File: src/rtl/pwmwx_pkg.sv
// Package for the chip-stream weather packet decoder.
// Holds sizes, header and check constants, the result record and helper functions.
// No dependencies.
package pwmwx_pkg;

  localparam int PACKET_BYTES  = 17;
  localparam int CHIPS_PER_BIT = 7;
  localparam int PACKET_BITS   = PACKET_BYTES * 8;
  localparam int PACKET_CHIPS  = PACKET_BITS * CHIPS_PER_BIT;
  localparam int FIELD_BYTES   = 32;
  localparam int ROW_CNT_W     = $clog2(PACKET_CHIPS + 1);
  localparam int ONES_W        = 4;   // covers counts up to 15 chips per bit
  localparam int THR_W         = 3;

  localparam logic [THR_W-1:0] THR_RESET  = 3'd4;
  localparam logic [7:0]       GF_MULT    = 8'h83;
  localparam logic [7:0]       CK_SEED    = 8'h2D;
  localparam logic [7:0]       HDR_BYTE0  = 8'hF0;
  localparam logic [3:0]       HDR_NIBBLE = 4'h5;
  localparam logic [7:0]       SUM_OK     = 8'hFF;
  localparam logic [11:0]      GUST_RSVD  = 12'h0C00;

  typedef logic [7:0] byte_t;

  typedef struct packed {
    logic        check_status;
    logic [23:0] device_id;
    logic [2:0]  repeat_counter;
    logic        battery_ok;
    logic [11:0] temperature_tenths;
    logic [7:0]  humidity;
    logic [11:0] wind_average;
    logic [11:0] wind_gust;
    logic [3:0]  wind_direction;
    logic [11:0] rain_tips;
    logic        reserved_nonzero;
  } pwmwx_result_t;

  // low byte of the carry-less product with GF_MULT
  function automatic byte_t gf2_map(input byte_t x);
    byte_t acc;
    acc = '0;
    for (int i = 0; i < 8; i++) begin
      if (x[i]) begin
        acc = acc ^ byte_t'(GF_MULT << i);
      end
    end
    return acc;
  endfunction

  function automatic logic [ONES_W-1:0] ones_count(input logic [CHIPS_PER_BIT-1:0] g);
    logic [ONES_W-1:0] cnt;
    cnt = '0;
    for (int k = 0; k < CHIPS_PER_BIT; k++) begin
      cnt = cnt + ONES_W'(g[k]);
    end
    return cnt;
  endfunction

endpackage

File: src/rtl/pwmwx_if.sv
// Valid/ready channel interfaces for the weather packet decoder.
// No dependencies.
interface pwmwx_in_if;
  logic valid;
  logic ready;
  logic chip;
  logic row_start;
  modport source (output valid, output chip, output row_start, input ready);
  modport sink   (input valid, input chip, input row_start, output ready);
endinterface

interface pwmwx_out_if;
  logic               valid;
  logic               ready;
  logic               check_status;
  logic [23:0]        device_id;
  logic [2:0]         repeat_counter;
  logic               battery_ok;
  logic signed [11:0] temperature_tenths;
  logic [7:0]         humidity;
  logic [11:0]        wind_average;
  logic [11:0]        wind_gust;
  logic [3:0]         wind_direction;
  logic [11:0]        rain_tips;
  logic               reserved_nonzero;
  modport source (output valid, output check_status, output device_id,
                  output repeat_counter, output battery_ok, output temperature_tenths,
                  output humidity, output wind_average, output wind_gust,
                  output wind_direction, output rain_tips, output reserved_nonzero,
                  input ready);
  modport sink   (input valid, input check_status, input device_id,
                  input repeat_counter, input battery_ok, input temperature_tenths,
                  input humidity, input wind_average, input wind_gust,
                  input wind_direction, input rain_tips, input reserved_nonzero,
                  output ready);
endinterface

interface pwmwx_cfg_if;
  logic       valid;
  logic       ready;
  logic [2:0] ones_threshold;
  modport source (output valid, output ones_threshold, input ready);
  modport sink   (input valid, input ones_threshold, output ready);
endinterface

File: src/rtl/pwm_chip_weather_packet_decoder_top.sv
// A completing chip is held in the window stage, then its result in the result register.
// Throughput: one chip per cycle; the window register and the result register stall only
// while a result waits on out_ch.ready with another chip already held in the window stage.
// Reset (rst_n low, synchronous): clears row fill, suppression count, pending flags and
// sets ones_threshold to 4. Window chips are not cleared; a full row refills them.
module pwm_chip_weather_packet_decoder_top (
  input  logic        clk,
  input  logic        rst_n,
  pwmwx_in_if.sink    in_ch,
  pwmwx_out_if.source out_ch,
  pwmwx_cfg_if.sink   cfg_ch
);
  import pwmwx_pkg::*;

  logic [PACKET_CHIPS-1:0] window_r, window_nxt;   // bit 0 is the oldest chip
  logic                    pend_r, pend_nxt;
  logic                    full_r, full_nxt;
  logic [ROW_CNT_W-1:0]    row_cnt_r, row_cnt_nxt, row_base;
  logic [ROW_CNT_W-1:0]    skip_r, skip_nxt;
  logic [THR_W-1:0]        thr_r, thr_nxt;
  logic                    out_valid_r, out_valid_nxt;
  pwmwx_result_t           res_r, res_nxt;

  logic in_xfer, adv, eval, emit, hdr_ok, pkt_ok;
  logic [PACKET_BITS-1:0] bits;
  byte_t                  fb [FIELD_BYTES];
  byte_t                  ck, xk, csum, ck_plus;
  logic [11:0]            gust;

  assign adv       = pend_r && (!out_valid_r || out_ch.ready);
  assign in_ch.ready = !pend_r || adv;
  assign in_xfer   = in_ch.valid && in_ch.ready;
  assign cfg_ch.ready = 1'b1;

  // slice the window into bits, oldest group first
  always_comb begin
    for (int i = 0; i < PACKET_BITS; i++) begin
      bits[i] = ones_count(window_r[i*CHIPS_PER_BIT +: CHIPS_PER_BIT]) >= ONES_W'(thr_r);
    end
    for (int k = 0; k < FIELD_BYTES; k++) begin
      fb[k] = '0;
      if (k < PACKET_BYTES) begin
        for (int j = 0; j < 8; j++) begin
          fb[k][7-j] = bits[k*8 + j];
        end
      end
    end
  end

  always_comb begin
    csum = CK_SEED;
    for (int i = 0; i < PACKET_BYTES - 2; i++) begin
      csum = csum ^ gf2_map(fb[i]);
    end
  end

  assign ck      = fb[PACKET_BYTES-2];
  assign xk      = fb[PACKET_BYTES-1];
  assign ck_plus = ck + xk;
  assign hdr_ok  = (fb[0] == HDR_BYTE0) && (fb[1][7:4] == HDR_NIBBLE);
  assign pkt_ok  = (ck_plus == SUM_OK) && (ck == csum);
  assign eval    = adv && full_r && (skip_r == '0);
  assign emit    = eval && hdr_ok;
  assign gust    = {fb[9][3:0], fb[10]};

  always_comb begin
    res_nxt.check_status       = !pkt_ok;
    res_nxt.device_id          = {fb[2], fb[3], fb[4]};
    res_nxt.repeat_counter     = fb[1][2:0];
    res_nxt.battery_ok         = fb[5][4];
    res_nxt.temperature_tenths = {fb[5][3:0], fb[6]};
    res_nxt.humidity           = fb[7];
    res_nxt.wind_average       = {fb[8], fb[9][7:4]};
    res_nxt.wind_gust          = gust;
    res_nxt.wind_direction     = fb[11][7:4];
    res_nxt.rain_tips          = {fb[11][3:0], fb[12]};
    res_nxt.reserved_nonzero   = ((gust & GUST_RSVD) != '0) || (fb[13] != '0)
                                 || (fb[14] != '0);
  end

  always_comb begin
    window_nxt  = window_r;
    pend_nxt    = pend_r;
    full_nxt    = full_r;
    row_cnt_nxt = row_cnt_r;
    skip_nxt    = skip_r;
    thr_nxt     = thr_r;
    out_valid_nxt = out_valid_r;

    if (adv) begin
      pend_nxt = 1'b0;
    end
    // the item leaving the window stage settles suppression first
    if (adv && full_r) begin
      if (skip_r != '0) begin
        skip_nxt = skip_r - 1'b1;
      end else if (hdr_ok && pkt_ok) begin
        skip_nxt = ROW_CNT_W'(PACKET_CHIPS);
      end
    end
    if (in_xfer) begin
      pend_nxt   = 1'b1;
      window_nxt = {in_ch.chip, window_r[PACKET_CHIPS-1:1]};
      row_base   = in_ch.row_start ? '0 : row_cnt_r;
      if (row_base < ROW_CNT_W'(PACKET_CHIPS)) begin
        row_cnt_nxt = row_base + 1'b1;
      end else begin
        row_cnt_nxt = row_base;
      end
      full_nxt = (row_cnt_nxt == ROW_CNT_W'(PACKET_CHIPS));
      if (in_ch.row_start) begin
        skip_nxt = '0;
      end
    end else begin
      row_base = row_cnt_r;
    end

    if (emit) begin
      out_valid_nxt = 1'b1;
    end else if (out_ch.ready) begin
      out_valid_nxt = 1'b0;
    end

    if (cfg_ch.valid) begin
      thr_nxt = cfg_ch.ones_threshold;
    end
  end

  always_ff @(posedge clk) begin
    if (!rst_n) begin
      pend_r      <= 1'b0;
      full_r      <= 1'b0;
      row_cnt_r   <= '0;
      skip_r      <= '0;
      thr_r       <= THR_RESET;
      out_valid_r <= 1'b0;
    end else begin
      pend_r      <= pend_nxt;
      full_r      <= full_nxt;
      row_cnt_r   <= row_cnt_nxt;
      skip_r      <= skip_nxt;
      thr_r       <= thr_nxt;
      out_valid_r <= out_valid_nxt;
    end
  end

  always_ff @(posedge clk) begin
    window_r <= window_nxt;
    if (emit) begin
      res_r <= res_nxt;
    end
  end

  assign out_ch.valid              = out_valid_r;
  assign out_ch.check_status       = res_r.check_status;
  assign out_ch.device_id          = res_r.device_id;
  assign out_ch.repeat_counter     = res_r.repeat_counter;
  assign out_ch.battery_ok         = res_r.battery_ok;
  assign out_ch.temperature_tenths = $signed(res_r.temperature_tenths);
  assign out_ch.humidity           = res_r.humidity;
  assign out_ch.wind_average       = res_r.wind_average;
  assign out_ch.wind_gust          = res_r.wind_gust;
  assign out_ch.wind_direction     = res_r.wind_direction;
  assign out_ch.rain_tips          = res_r.rain_tips;
  assign out_ch.reserved_nonzero   = res_r.reserved_nonzero;

endmodule

File: src/flat_wrapper.sv
// flat-port wrapper written by rule: the top's interface ports become plain ports
module pwm_chip_weather_packet_decoder_top_flat import pwmwx_pkg::*;
  (clk, rst_n, in_ch_valid, in_ch_chip, in_ch_row_start, in_ch_ready, out_ch_valid, out_ch_check_status, out_ch_device_id, out_ch_repeat_counter, out_ch_battery_ok, out_ch_temperature_tenths, out_ch_humidity, out_ch_wind_average, out_ch_wind_gust, out_ch_wind_direction, out_ch_rain_tips, out_ch_reserved_nonzero, out_ch_ready, cfg_ch_valid, cfg_ch_ones_threshold, cfg_ch_ready);
  pwmwx_in_if in_ch_i ();
  pwmwx_out_if out_ch_i ();
  pwmwx_cfg_if cfg_ch_i ();
  input  logic clk;
  input  logic rst_n;
  input wire logic [$bits(in_ch_i.valid)-1:0] in_ch_valid;
  input wire logic [$bits(in_ch_i.chip)-1:0] in_ch_chip;
  input wire logic [$bits(in_ch_i.row_start)-1:0] in_ch_row_start;
  output wire logic [$bits(in_ch_i.ready)-1:0] in_ch_ready;
  output wire logic [$bits(out_ch_i.valid)-1:0] out_ch_valid;
  output wire logic [$bits(out_ch_i.check_status)-1:0] out_ch_check_status;
  output wire logic [$bits(out_ch_i.device_id)-1:0] out_ch_device_id;
  output wire logic [$bits(out_ch_i.repeat_counter)-1:0] out_ch_repeat_counter;
  output wire logic [$bits(out_ch_i.battery_ok)-1:0] out_ch_battery_ok;
  output wire logic [$bits(out_ch_i.temperature_tenths)-1:0] out_ch_temperature_tenths;
  output wire logic [$bits(out_ch_i.humidity)-1:0] out_ch_humidity;
  output wire logic [$bits(out_ch_i.wind_average)-1:0] out_ch_wind_average;
  output wire logic [$bits(out_ch_i.wind_gust)-1:0] out_ch_wind_gust;
  output wire logic [$bits(out_ch_i.wind_direction)-1:0] out_ch_wind_direction;
  output wire logic [$bits(out_ch_i.rain_tips)-1:0] out_ch_rain_tips;
  output wire logic [$bits(out_ch_i.reserved_nonzero)-1:0] out_ch_reserved_nonzero;
  input wire logic [$bits(out_ch_i.ready)-1:0] out_ch_ready;
  input wire logic [$bits(cfg_ch_i.valid)-1:0] cfg_ch_valid;
  input wire logic [$bits(cfg_ch_i.ones_threshold)-1:0] cfg_ch_ones_threshold;
  output wire logic [$bits(cfg_ch_i.ready)-1:0] cfg_ch_ready;
  assign in_ch_i.valid = in_ch_valid;
  assign in_ch_i.chip = in_ch_chip;
  assign in_ch_i.row_start = in_ch_row_start;
  assign in_ch_ready = in_ch_i.ready;
  assign out_ch_valid = out_ch_i.valid;
  assign out_ch_check_status = out_ch_i.check_status;
  assign out_ch_device_id = out_ch_i.device_id;
  assign out_ch_repeat_counter = out_ch_i.repeat_counter;
  assign out_ch_battery_ok = out_ch_i.battery_ok;
  assign out_ch_temperature_tenths = out_ch_i.temperature_tenths;
  assign out_ch_humidity = out_ch_i.humidity;
  assign out_ch_wind_average = out_ch_i.wind_average;
  assign out_ch_wind_gust = out_ch_i.wind_gust;
  assign out_ch_wind_direction = out_ch_i.wind_direction;
  assign out_ch_rain_tips = out_ch_i.rain_tips;
  assign out_ch_reserved_nonzero = out_ch_i.reserved_nonzero;
  assign out_ch_i.ready = out_ch_ready;
  assign cfg_ch_i.valid = cfg_ch_valid;
  assign cfg_ch_i.ones_threshold = cfg_ch_ones_threshold;
  assign cfg_ch_ready = cfg_ch_i.ready;
  pwm_chip_weather_packet_decoder_top u_core (.clk(clk), .rst_n(rst_n), .in_ch(in_ch_i), .out_ch(out_ch_i), .cfg_ch(cfg_ch_i));
endmodule
File: config.mk
export PLATFORM = sky130hd
export DESIGN_NAME = pwm_chip_weather_packet_decoder_top_flat
export DESIGN_NICKNAME = d
export VERILOG_FILES = /design/src/rtl/pwmwx_pkg.sv /design/src/rtl/pwmwx_if.sv /design/src/rtl/pwm_chip_weather_packet_decoder_top.sv /design/src/flat_wrapper.sv
export SDC_FILE = /design/constraint.sdc
export NUM_CORES = 2
export LEC_CHECK = 0
export BUFFER_PORTS_ARGS = -buffer_cell sky130_fd_sc_hd__buf_2
export CORE_UTILIZATION = 58
export CTS_BUF_LIST = sky130_fd_sc_hd__clkbuf_16
export DETAILED_ROUTE_END_ITERATION = 8
export PLACE_DENSITY_LB_ADDON = 0.05
export SYNTH_ARGS = -nofsm -noshare
export SYNTH_HDL_FRONTEND = slang
export SYNTH_SLANG_ARGS = --single-unit
File: constraint.sdc
create_clock -name clk -period 28.1 [get_ports clk]
set_input_delay 1.405 -clock clk [delete_from_list [all_inputs] [get_ports clk]]
set_output_delay 1.405 -clock clk [all_outputs]
set_load 0.02 [all_outputs]
==> summary.md <==
| Metric | Value |
|---|---|
| Run status | finished, final reports clean |
| Slew margin rel. | 27.06% |
| Total grt overflow | 0 |
| Post-synth top flop | edfxtp_1 |
| Distinct cells, synth | 58 |
| Die height | 335.8 µm |
| Synth Net Count | 6134 |
| Top cell type by total area after synthesis | edfxtp_1 |
| Initial antenna violation count | 3 |
| Psw | 0.001820 W |
| CP Capture Type | register |
| Achievable Freq | 0.1626 GHz |
| N_diodes | 0 |
| DRT Pass-1 Iters | 5 |
| CP peak stage delay | 710 ps |
| DRT iter0 DRCs | 1768 |
| Ys async rst share | 0% |
| CTS root buffer | clkbuf_16 |
| Sw frac | 32.59% |
| Simple-gate share of the synthesized area | 2.230% |
| WP data arrival | 6760 ps |
| Syn Area/Cell | 13.63 µm² |
| CP cell instances | ha_1 -> inv_1 -> fa_1 -> fa_1 -> inv_1 -> ha_1 -> inv_1 -> fa_1 -> inv_1 -> ha_1 -> o21ai_1 -> a21oi_1 -> a211o_1 -> xnor2_1 -> xnor2_1 -> xnor2_4 -> xnor3_1 -> or3_1 -> a221oi_2 -> a21oi_1 -> or3_1 -> a21oi_1 |
| Final period util | 21.89% |
| Top cell type's share of synthesized area | 48.41% |
| Initial Util | 58.49% |
| Vias in the first global route | 34.34k |
| Mapped Area | 64640 µm² |
| Clock latency on the worst-skew pair | 700 ps |
| Int Pwr | 0.003764 W |
| Design area | 71000 µm² |
| Post-synthesis adder-cell area fraction | 31.48% |
| Critical-path top delay cell | xnor2_1 |
| Total number of vias | 33.56k |
| Synthesis-to-finish area growth | 9.847% |
| Hold slack | 438.9 ps |
| CTS tree | built |
| Final ANT Viol Nets | 0 |
| CP max FO | 3 |
| Layout cells sized above 1 | 5.859% |
| DP Area | 67180 µm² |
| Critical path's most frequent cell | inv_1 |
| Post-synth EDFFs | 1042 |
| Sequential element share of the synthesized area | 49.21% |
| Main combinational cell family by area after synthesis | adder cells |
| Element type at the critical path start | register |
| Pin count of the biggest net entering global routing | 202 |
| Flip-flop and latch count after synthesis | 1068 |
| Clock share of power | 27.6% |
| IO Pins | 103 |
| Core area | 110500 µm² |
| DRC viols | 0 |
| Pwr/cell area | 78.64 nW/µm² |
| Worst Hold Class | reg -> reg |
| Clk pin slew, worst setup/hold paths | 60 ps |
| H-tree depth | 3 |
| Syn Inst Count | 4743 |
| Die width | 335.8 µm |
| Compound-Gate Fraction of Synth Area | 5.658% |
| LEAKAGE | 34.17 nW |
| Clock Path Buffers | 3 |
| Setup_tns | 0 ps |
| Inserted Clock Buffers | 115 |
| GRT Resource Usage Total | 20.74% |
| Comb power frac | 38.2% |
| WL/cell | 17.04 µm |
| Sinks on Clock Net | 1068 |
| Mux cell area share after synthesis | 0.04646% |
| Post-CTS setup repair buffer count | 0 |
| Seq pwr share | 34.2% |
| Hpwl dp | 78810 µm |
| Placer congestion estimate | 0.7856 |
| Count of final hold-check violations | 0 |
| Nets | 6363 |
| Final wirelength | 111700 µm |
| Peak supply drop | 126.3 µV |
| Slew Limit Fails | 0 |
| Row count | 122 |
| CP top delay family | adder cells |
| CP Class | reg -> reg |
| Synth Area in XOR/XNOR | 4.009% |
| Die ar. | 112800 µm² |
| Ranking of synthesized cells by area | edfxtp_1, ha_1, fa_1 |
| Clock Skews | 20.50 ps |
| Final Setup Violations | 0 |
| Post-route minimum period | 6150 ps |
| First-pass GRT wire length | 181900 µm |
| WP buf/inv | 4 |
| Max-cap violations | 0 |
| Worst Tran Pin Value | 1094 ps |
| Cts repair resizes | 0 |
| Vias per cell | 5.118 |
| RSZ-0062 raised after global routing | no |
| IO Port Bufs | 101 |
| Worst Path Required | 28710 ps |
| Total of warnings raised by yosys | 0 |
| Post-CTS Hold Buffers | 0 |
cell families (layout without fill, tap and decap cells):
logic type | count (synthesis) | count (layout)
compound gates | 517 | 517
fa+ha+maj | 1381 | 1381
buf+inv | 1266 | 1592
xor+xnor | 268 | 268
flops | 1068 | 1068
other cells | 1 | 1
simple gates | 239 | 239
mux | 3 | 3
state kept, by name, summed over array words and instances (netlist names), 8 cells and up:
signal,cells
u_core.out_ch.device_id,24
u_core.out_ch.humidity,8
u_core.out_ch.wind_gust,12
u_core.row_cnt_r,10
u_core.out_ch.wind_average,12
u_core.out_ch.temperature_tenths,12
u_core.out_ch.rain_tips,12
u_core.window_r,952
u_core.skip_r,10
cell usage in the layout, fill, tap and decap left out, types with 4 or more instances in the layout:
cell type	Yosys	layout
inv_1	1257	1285
edfxtp_1	1042	1042
ha_1	972	972
fa_1	409	409
a21o_1	217	217
xor2_1	148	148
clkbuf_16	0	117
xnor2_1	103	103
buf_2	0	101
o21ai_0	89	89
nand2b_1	82	82
a21oi_1	69	69
a221o_1	63	63
nor3b_1	49	49
o21ai_1	27	27
nor2_1	27	26
dfxtp_1	26	25
clkinv_1	1	23
nand2_1	22	22
bufinv_16	0	18
a221oi_1	17	17
clkinv_2	0	17
buf_4	1	16
xnor3_1	13	13
nor2b_1	12	12
nor3_1	9	9
clkinvlp_4	0	7
nand4_1	6	6
a211o_1	6	6
nand3_1	6	6
or3_1	5	5
and3_1	4	4
inv_6	0	4
and2_1	4	4
a22oi_1	4	4
a31oi_1	4	4
stage by stage:
stage	power [W]	utilization (%)	setup slack (ps)	cells
finish	0.005584	64.25	21950	6557
global route	0.005975	64.25	21570	6557
CTS	0.005669	64.25	21840	6557
detailed placement	0.004092	60.79	21870	6343
global placement	0.004046	60.79	21960	6343
floorplan	0.003575	-	1683	4743
per-layer routing:
metal / wire [µm] / vias to the layer above / global-route usage, %
li1: - / 16438 / -
met1: 53440 / 16584 / 29.54
met2: 51330 / 377 / 33.25
met3: 4048 / 160 / 3.287
met4: 2914 / 0 / 5.615
met5: 0 / - / 0
cell usage after synthesis (9+ instances only):
| library cell | number |
|---|---|
| inv_1 | 1257 |
| xnor2_1 | 103 |
| o21ai_0 | 89 |
| fa_1 | 409 |
| nor3_1 | 9 |
| nor3b_1 | 49 |
| nand2_1 | 22 |
| o21ai_1 | 27 |
| nor2_1 | 27 |
| ha_1 | 972 |
| nand2b_1 | 82 |
| edfxtp_1 | 1042 |
| a221o_1 | 63 |
| a221oi_1 | 17 |
| a21oi_1 | 69 |
| xnor3_1 | 13 |
| nor2b_1 | 12 |
| xor2_1 | 148 |
| dfxtp_1 | 26 |
| a21o_1 | 217 |
area by class of cell:
| class | count | area, µm² |
|---|---|---|
| sequential | 1068 | 31810 |
| timing repair buffer | 120 | 685.7 |
| fill | 8471 | 39510 |
| multi-input combinational | 2409 | 28080 |
| inverter | 1258 | 4740 |
| clock inverter | 97 | 894.6 |
| clock buffer | 117 | 2928 |
| tap | 1488 | 1862 |
final timing paths:
check	slack (ps)	from	end	cells after the start
max reg2reg	21950	u_core.window_r[196]$_DFFE_PP_	u_core.skip_r[8]$_SDFF_PN0_	22
min	440	u_core.window_r[824]$_DFFE_PP_	u_core.window_r[823]$_DFFE_PP_	0
min reg2reg	440	u_core.window_r[824]$_DFFE_PP_	u_core.window_r[823]$_DFFE_PP_	0
max	21950	u_core.window_r[196]$_DFFE_PP_	u_core.skip_r[8]$_SDFF_PN0_	22
power groups by stage:
stage | combinational (W) | clock (W) | sequential [W]
6_report | 0.00213 | 0.00154 | 0.00191
5_1_grt | 0.00242 | 0.00164 | 0.00192
4_1_cts | 0.00217 | 0.00158 | 0.00191
3_5_place_dp | 0.00215 | 0 | 0.00194
3_3_place_gp | 0.00211 | 0 | 0.00194
2_1_floorplan | 0.00160 | 0 | 0.00198
Note: power is estimated with default switching activity, not from simulation.
